`src/rtl/core/assert_macros.svh`:
```
// ----------------------------------------------------------------------------
// assert_macros.svh
// Shared assertion macros for the rational arithmetic unit.
// ----------------------------------------------------------------------------
`ifndef ASSERT_MACROS_SVH
`define ASSERT_MACROS_SVH

// Concurrent assertion sampled on clk, switched off while rst_n is low.
`define ASSERT_PROP(label, prop, msg) \
    label: assert property (@(posedge clk) disable iff (!rst_n) prop) else $error(msg);

// Assertion of a relation that must hold in the cycle after a trigger.
`define ASSERT_NEXT(label, trig, prop, msg) \
    `ASSERT_PROP(label, (trig) |=> (prop), msg)

`endif

```
`src/rtl/core/rau_pkg.sv`:
```
// ----------------------------------------------------------------------------
// rau_pkg
// Constants, operation codes and control structures of the rational unit.
// ----------------------------------------------------------------------------
package rau_pkg;

    localparam int OPERAND_WIDTH = 32;
    localparam int PROD_WIDTH    = 2 * OPERAND_WIDTH;
    localparam int WIDE_WIDTH    = 65;
    localparam int MAG_WIDTH     = 64;
    localparam int NUM_WIDTH     = 64;
    localparam int DEN_WIDTH     = 63;
    localparam int FIELD_WIDTH   = 32;
    localparam int CMD_WIDTH     = 4;
    localparam int ERR_WIDTH     = 2;
    localparam int SHIFT_WIDTH   = 7;
    localparam int CNT_WIDTH     = 6;

    // Operation codes.
    localparam logic [CMD_WIDTH-1:0] CMD_MUL   = 4'd0;
    localparam logic [CMD_WIDTH-1:0] CMD_DIV   = 4'd1;
    localparam logic [CMD_WIDTH-1:0] CMD_SUB   = 4'd2;
    localparam logic [CMD_WIDTH-1:0] CMD_LESS  = 4'd3;
    localparam logic [CMD_WIDTH-1:0] CMD_EQUAL = 4'd4;
    localparam logic [CMD_WIDTH-1:0] CMD_GEQ   = 4'd5;
    localparam logic [CMD_WIDTH-1:0] CMD_NEG   = 4'd6;
    localparam logic [CMD_WIDTH-1:0] CMD_NORM  = 4'd7;
    localparam logic [CMD_WIDTH-1:0] CMD_ABS   = 4'd8;

    // Error codes.
    localparam logic [ERR_WIDTH-1:0] ERR_OK       = 2'd0;
    localparam logic [ERR_WIDTH-1:0] ERR_ZERO_DEN = 2'd1;
    localparam logic [ERR_WIDTH-1:0] ERR_OVERFLOW = 2'd2;

    // Multiplier steps.
    localparam logic [1:0] MUL_NUM   = 2'd0;
    localparam logic [1:0] MUL_CROSS = 2'd1;
    localparam logic [1:0] MUL_DEN   = 2'd2;

    // Commands from the controller to the datapath.
    typedef struct packed {
        logic       load;
        logic       mul_en;
        logic [1:0] mul_step;
        logic       diff_en;
        logic       mag_en;
        logic       gcd_init;
        logic       gcd_step;
        logic       gcd_fin;
        logic       div_load;
        logic       div_sel_den;
        logic       div_step;
        logic       out_load;
    } ctrl_t;

    // Status from the datapath to the controller.
    typedef struct packed {
        logic skip;
        logic short_path;
        logic gcd_done;
    } stat_t;

endpackage

```
`src/rtl/core/rau_ctrl.sv`:
```
// ----------------------------------------------------------------------------
// rau_ctrl
// Sequencer of the rational unit: multiply, reduce, divide, deliver.
// ----------------------------------------------------------------------------
`include "assert_macros.svh"

module rau_ctrl
    import rau_pkg::*;
(
    input  logic  clk,
    input  logic  rst_n,
    input  logic  in_valid,
    output logic  in_ready,
    output logic  out_valid,
    input  logic  out_ready,
    input  stat_t stat,
    output ctrl_t ctrl
);

    typedef enum logic [3:0] {
        S_IDLE, S_MUL0, S_MUL1, S_MUL2, S_DIFF, S_MAGS, S_CHECK,
        S_GCD, S_DLN, S_DIVN, S_DLD, S_DIVD, S_FINAL
    } state_t;

    state_t               state_reg, state_next;
    logic [CNT_WIDTH-1:0] cnt_reg, cnt_next;
    logic                 out_valid_reg, out_valid_next;
    logic                 slot_free;

    assign slot_free = !out_valid_reg || out_ready;

    // Next state and command decode.
    always_comb
    begin
        state_next     = state_reg;
        cnt_next       = cnt_reg;
        out_valid_next = out_valid_reg && !out_ready;
        ctrl           = '0;
        case (state_reg)
            S_IDLE:
            begin
                if (in_valid)
                begin
                    ctrl.load  = 1'b1;
                    state_next = S_MUL0;
                end
            end
            S_MUL0:
            begin
                if (stat.skip)
                    state_next = S_FINAL;
                else
                begin
                    ctrl.mul_en   = 1'b1;
                    ctrl.mul_step = MUL_NUM;
                    state_next    = S_MUL1;
                end
            end
            S_MUL1:
            begin
                ctrl.mul_en   = 1'b1;
                ctrl.mul_step = MUL_CROSS;
                state_next    = S_MUL2;
            end
            S_MUL2:
            begin
                ctrl.mul_en   = 1'b1;
                ctrl.mul_step = MUL_DEN;
                state_next    = S_DIFF;
            end
            S_DIFF:
            begin
                ctrl.diff_en = 1'b1;
                state_next   = S_MAGS;
            end
            S_MAGS:
            begin
                ctrl.mag_en = 1'b1;
                state_next  = S_CHECK;
            end
            S_CHECK:
            begin
                if (stat.short_path)
                    state_next = S_FINAL;
                else
                begin
                    ctrl.gcd_init = 1'b1;
                    state_next    = S_GCD;
                end
            end
            S_GCD:
            begin
                if (stat.gcd_done)
                begin
                    ctrl.gcd_fin = 1'b1;
                    state_next   = S_DLN;
                end
                else
                    ctrl.gcd_step = 1'b1;
            end
            S_DLN:
            begin
                ctrl.div_load = 1'b1;
                cnt_next      = '0;
                state_next    = S_DIVN;
            end
            S_DIVN:
            begin
                ctrl.div_step = 1'b1;
                cnt_next      = cnt_reg + CNT_WIDTH'(1);
                if (cnt_reg == '1)
                    state_next = S_DLD;
            end
            S_DLD:
            begin
                ctrl.div_load    = 1'b1;
                ctrl.div_sel_den = 1'b1;
                cnt_next         = '0;
                state_next       = S_DIVD;
            end
            S_DIVD:
            begin
                ctrl.div_step = 1'b1;
                cnt_next      = cnt_reg + CNT_WIDTH'(1);
                if (cnt_reg == '1)
                    state_next = S_FINAL;
            end
            S_FINAL:
            begin
                if (slot_free)
                begin
                    ctrl.out_load  = 1'b1;
                    out_valid_next = 1'b1;
                    state_next     = S_IDLE;
                end
            end
            default:
            begin
                state_next = S_IDLE;
            end
        endcase
    end

    // State and registered outputs.
    always_ff @(posedge clk or negedge rst_n)
    begin
        if (!rst_n)
        begin
            state_reg     <= S_IDLE;
            cnt_reg       <= '0;
            out_valid_reg <= 1'b0;
        end
        else
        begin
            state_reg     <= state_next;
            cnt_reg       <= cnt_next;
            out_valid_reg <= out_valid_next;
        end
    end

    assign in_ready  = (state_reg == S_IDLE);
    assign out_valid = out_valid_reg;

    `ASSERT_NEXT(a_div_count_start, (state_reg == S_DLN || state_reg == S_DLD), (cnt_reg == '0), "divider count not cleared")
    `ASSERT_PROP(a_valid_from_final, $rose(out_valid_reg) |-> ($past(state_reg) == S_FINAL), "result raised outside delivery")
    `ASSERT_PROP(a_load_when_free, ctrl.out_load |-> slot_free, "result overwritten while stalled")

endmodule
```
`config.mk`:
```
export PLATFORM = sky130hd
export DESIGN_NAME = rau_ctrl
export DESIGN_NICKNAME = d
export VERILOG_FILES = /design/src/rtl/core/rau_pkg.sv /design/src/rtl/core/rau_ctrl.sv
export VERILOG_INCLUDE_DIRS = /design/src /design/src/rtl/core
export SDC_FILE = /design/constraint.sdc
export NUM_CORES = 1
export LEC_CHECK = 0
export ABC_CLOCK_PERIOD_IN_PS = 1810
export BUFFER_PORTS_ARGS = -buffer_cell sky130_fd_sc_hd__buf_2
export CORE_UTILIZATION = 40
export CTS_BUF_LIST = sky130_fd_sc_hd__clkbuf_4 sky130_fd_sc_hd__clkbuf_8
export CTS_CLUSTER_DIAMETER = 60
export DETAILED_ROUTE_END_ITERATION = 16
export GPL_TIMING_DRIVEN = 1
export REMOVE_ABC_BUFFERS = 1
export SLEW_MARGIN = 20
export SYNTH_ARGS = -nofsm -noshare
export SYNTH_HDL_FRONTEND = slang
export SYNTH_SLANG_ARGS = --single-unit
export TNS_END_PERCENT = 10
```
`constraint.sdc`:
```
create_clock -name clk -period 1.81 [get_ports clk]
set_input_delay 0.362 -clock clk [delete_from_list [all_inputs] [get_ports clk]]
set_output_delay 0.362 -clock clk [all_outputs]
set_load 0.02 [all_outputs]
```
# Word-level counts from Yosys, hierarchy flattened
# Index checks and enable logic that the tools add are counted.
[word_totals]
reg_bits = 11
[classes]
n_addsub = 1
eq_ne = 18
mux = 27
n_reduce_logical = 9
[ops]
columns = ["operator", "count"]
rows = [
  ["4-bit one-hot mux with 13 select lines", 1],
  ["4-bit two-way mux", 7],
  ["4-bit == test, second input constant", 5],
  ["4-bit by 3-bit == test with 1-bit output, second input constant", 4],
  ["1-bit two-way mux", 15],
  ["6-bit one-hot mux with 2 select lines", 1],
  ["2-bit inequality test, second input constant", 5],
  ["3-bit one-hot mux with 3 select lines", 1],
  ["4-bit by 2-bit == test with 1-bit output, second input constant", 2],
  ["6-bit by 1-bit adder with 6-bit output, second input constant", 1],
  ["6-bit == test, second input constant", 1],
  ["5-bit AND reduction", 1],
  ["4-bit by 1-bit == test with 1-bit output, second input constant", 1],
  ["4-bit zero test", 1],
  ["2-bit OR reduction", 2],
  ["3-bit two-way mux", 1],
  ["1-bit zero test", 2],
  ["2-bit two-way mux", 1],
  ["2-bit nonzero test", 1],
  ["1-bit logical AND", 1],
  ["1-bit logical OR", 1],
]

# Longest topological paths before layout
[depth]
word_depth = 4
ltp_mapped = 5
mapped_depth_nobuf = 5

# Least setup slack after synthesis
# OpenSTA, ideal clock, no wires.
[synth_path]
kind = "register to output"
start = "register state_reg[1]"
end = "output port ctrl[12] (netlist bit)"
arrival_ps = 1558
slack_ps = -110
stages_incl_launch_ff = 4
path_cell_list = "dfrtp_1 buf_2 nor4_1 and2_1"
[synth_rtl]
columns = ["item", "line_no", "source"]
rows = [
  ["start: declaration", "rau_ctrl.sv:25", "state_t state_reg, state_next;"],
  ["start signal: assignment", "rau_ctrl.sv:155", "state_reg <= state_next;"],
  ["end: declaration", "rau_ctrl.sv:17", "output ctrl_t ctrl"],
]

==> results.cfg <==
[layout]
final_cell_area_sq_um = 984.7
area_delta_synth_final_pct = 24.13
num-nets-final = 134
final-instance-count-excl-fill = 150
layout-drive-gt1-share_pct = 32.80
layout.core_utilization_pct = 55.23
number_of_flip_flops_under_the_largest_register_name = 6
fill_cells = 186
num_antenna_cells = 0

[timing]
grt_setup_unrepaired = false
setup_viol_count_final = 0
period_needed_ns = 1.717
period_share_pct = 94.87
max_slew_violation_count = 0
final_hold_viol_count = 0
setup-tns-final_ns = 0
setup_ws_ns = 0.09285
max_freq_mhz = 582.4
relSlewSlack_pct = 75.90
fin_skew_ns = 0.003607
max_slew.worst_pin.slew_ns = 0.3524
hold-worst-slack_ns = 0.4206

[routing]
totalWireLength_mm = 1.849
detail_route.iter0.violations = 14
iteration_count_of_the_initial_detailed_routing_pass = 5
routedWlPerCell_microns = 12.33
detailroute.via_count = 797
post-route-drc-count = 0
route.antenna.remaining_nets = 0
vias_per_cell = 5.313

[clock_tree]
clkTransAtPathRegs_ns = 0.07
clk-insertion-delay-late_ns = 0.26
htree_num_levels = 1
postCtsSetupRepairBufs = 0
cts-buffers-inserted = 3
cts_sinks = 11
tritoncts_clock_tree = built
number_of_buffers_on_the_longest_clock_path = 2
cts_root_buffer = sky130_fd_sc_hd__clkbuf_4

[synth]
ys_async_sr_fraction_pct = 100.0
post-synth-top-area-fraction_pct = 34.70
yosysMostFrequentCell = sky130_fd_sc_hd__nand2_1
number_of_instances_in_the_synthesized_netlist = 101
synth_top_flop_cell = sky130_fd_sc_hd__dfrtp_1
synth.yosys.seq_area_share_pct = 34.70
synthDominantAreaCellType = sky130_fd_sc_hd__dfrtp_1
top_area_cells_in_the_synthesized_netlist = sky130_fd_sc_hd__dfrtp_1 (35%), sky130_fd_sc_hd__nor3_1 (6.9%), sky130_fd_sc_hd__nand2_1 (5.7%)
yosys_register_bits = 11
yosysUniqueCellTypes = 34
syn-cell-area_sq_um = 793.3
syn_area_per_cell_sq_um = 7.854
synth_edf_count = 0
yosys_warnings = 0
synth.cells.most_frequent = sky130_fd_sc_hd__nand2_1 (12), sky130_fd_sc_hd__dfrtp_1 (11), sky130_fd_sc_hd__nor3_1 (11), sky130_fd_sc_hd__nor2_1 (9), sky130_fd_sc_hd__a21oi_1 (7)

[grt]
grt_antenna_before_repair = 0
global_route.usage.total_pct = 19.37
grt_pass1_vias = 716
grt.overflow.total = 0
grt_max_degree = 18
grt_pass1_wl_mm = 2.994

[setup_path]
timing.critical_path.from_type = flop
critPathBufInv = 1
crit_fanout = 9
crit_path_cell_trace = nand2b_1 -> nor2_1 -> buf_2
worst_path_dominant_cell_family = flip-flops
max_stage_delay_ns = 0.49
crit_type = flop to output port
critical-path-slowest-cell = sky130_fd_sc_hd__dfrtp_2
worst_ep_required_time_ns = 1.45
worst_ep_arrival_time_ns = 1.36
critPathCaptureType = output port

[min_path]
worstHoldPathType = input pin to flop

[floorplan]
die_x_microns = 46.53
die_h_microns = 46.53
initial_core_utilization_pct = 44.49
coreArea_sq_um = 1783
io-pin-count = 22
placement_rows = 15
die-area_sq_um = 2165

[placement]
port_buffers = 21
dpl-instance-area_sq_um = 925.9
dp_cells = 145
detailed_place_hpwl_mm = 1.376
globalplace.congestion = 0.7995
place_worst_setup_slack_ns = 0.2265

[power]
ir_drop_mv = 1.113
power_consumption_mw = 1.591
p_per_area_nw_per_um2 = 1615
p_leak_nw = 0.4597

[run]
maxCapViolations = 0

[outcome]
status = completed
## path summary, 6_finish.rpt
path / startpoint / endpoint / slack [ns] / cells after the start
worst max-delay path: state_reg[2] / ctrl[2] / 0.09 / 3
worst min-delay path: out_ready / out_valid / 0.42 / 3
worst max register to register: cnt_reg[0] / state_reg[0] / 0.32 / 5
worst min register to register: cnt_reg[1] / cnt_reg[1] / 0.51 / 2
max in group asynchronous: rst_n / state_reg[2] / 1.09 / 2
min in group asynchronous: rst_n / cnt_reg[1] / 0.49 / 2
## per-layer routing
| layer | global-route usage, % | wire length (microns) | vias to the layer above |
|---|---|---|---|
| met2 | 33.06 | 827 | 22 |
| li1 | - | - | 408 |
| met4 | 10.59 | 34 | 0 |
| met3 | 0 | 54 | 5 |
| met5 | 0 | 0 | - |
| met1 | 24.58 | 933 | 362 |
## cell usage in the layout (no fill, tap or decap)
| cell | count |
|---|---|
| sky130_fd_sc_hd__nand2_1 | 12 |
| sky130_fd_sc_hd__inv_1 | 3 |
| sky130_fd_sc_hd__mux2i_1 | 2 |
| sky130_fd_sc_hd__nor2b_1 | 2 |
| sky130_fd_sc_hd__o2bb2ai_1 | 1 |
| sky130_fd_sc_hd__nand2b_1 | 2 |
| sky130_fd_sc_hd__a21oi_1 | 7 |
| sky130_fd_sc_hd__or3b_1 | 1 |
| sky130_fd_sc_hd__o21bai_1 | 1 |
| sky130_fd_sc_hd__o21a_1 | 1 |
| sky130_fd_sc_hd__or3_1 | 1 |
| sky130_fd_sc_hd__dfrtp_2 | 4 |
| sky130_fd_sc_hd__o21ai_2 | 1 |
| sky130_fd_sc_hd__clkbuf_4 | 4 |
| sky130_fd_sc_hd__ha_1 | 1 |
| sky130_fd_sc_hd__dfrtp_1 | 7 |
| sky130_fd_sc_hd__a311oi_1 | 1 |
| sky130_fd_sc_hd__o221ai_1 | 1 |
| sky130_fd_sc_hd__a31oi_1 | 2 |
| sky130_fd_sc_hd__buf_2 | 21 |
| sky130_fd_sc_hd__a22o_1 | 1 |
| sky130_fd_sc_hd__a2111oi_0 | 1 |
| sky130_fd_sc_hd__and2b_1 | 1 |
| sky130_fd_sc_hd__o211ai_1 | 1 |
| sky130_fd_sc_hd__nor4_1 | 1 |
| sky130_fd_sc_hd__inv_2 | 1 |
| sky130_fd_sc_hd__and2_1 | 1 |
| sky130_fd_sc_hd__o311a_4 | 1 |
| sky130_fd_sc_hd__dlygate4sd3_1 | 1 |
| sky130_fd_sc_hd__nor2_1 | 9 |
| sky130_fd_sc_hd__nor3_1 | 11 |
| sky130_fd_sc_hd__nor4_2 | 1 |
| sky130_fd_sc_hd__buf_4 | 6 |
| sky130_fd_sc_hd__nand3_1 | 5 |
| sky130_fd_sc_hd__nand2b_4 | 1 |
| sky130_fd_sc_hd__o21ai_0 | 4 |
| sky130_fd_sc_hd__mux2_2 | 1 |
| sky130_fd_sc_hd__o21ai_1 | 3 |
## timing repair
item                       CTS  global route
gates resized for setup      3             4
hold buffers                 1             0
hold endpoints to repair    11             0
cloned                       0             0
setup endpoints to repair    5            12
## worst min-delay path, stage by stage
cell and delay, ns:
sky130_fd_sc_hd__buf_2 0.09, sky130_fd_sc_hd__nor2b_1 0.06, sky130_fd_sc_hd__nand2b_1 0.14
## final cells by class
cell class	count	area (sq um)	area share, %
clock buffers	4	30.03	3.050
multi-input cells	78	467.9	47.52
inverters	4	15.01	1.525
repair buffers	28	160.2	16.26
well taps	25	31.28	3.177
flip-flops and latches	11	280.3	28.46
## kinds of logic (layout without fill, tap and decap cells)
| logic type | after synthesis | in the layout | synth area share (%) |
|---|---|---|---|
| fa+ha+maj | 1 | 1 | 1.577 |
| buf+inv | 12 | 36 | 8.044 |
| mux | 3 | 3 | 3.943 |
| flops | 11 | 11 | 34.70 |
| simple gates | 48 | 48 | 29.18 |
| compound gates | 26 | 26 | 22.56 |
## report_power, final
part	internal, mW	switching, mW
Combinational	0.385	0.475
Sequential	0.347	0.200
Clock	0.100	0.0839
Power figures use the tool's default switching activity.
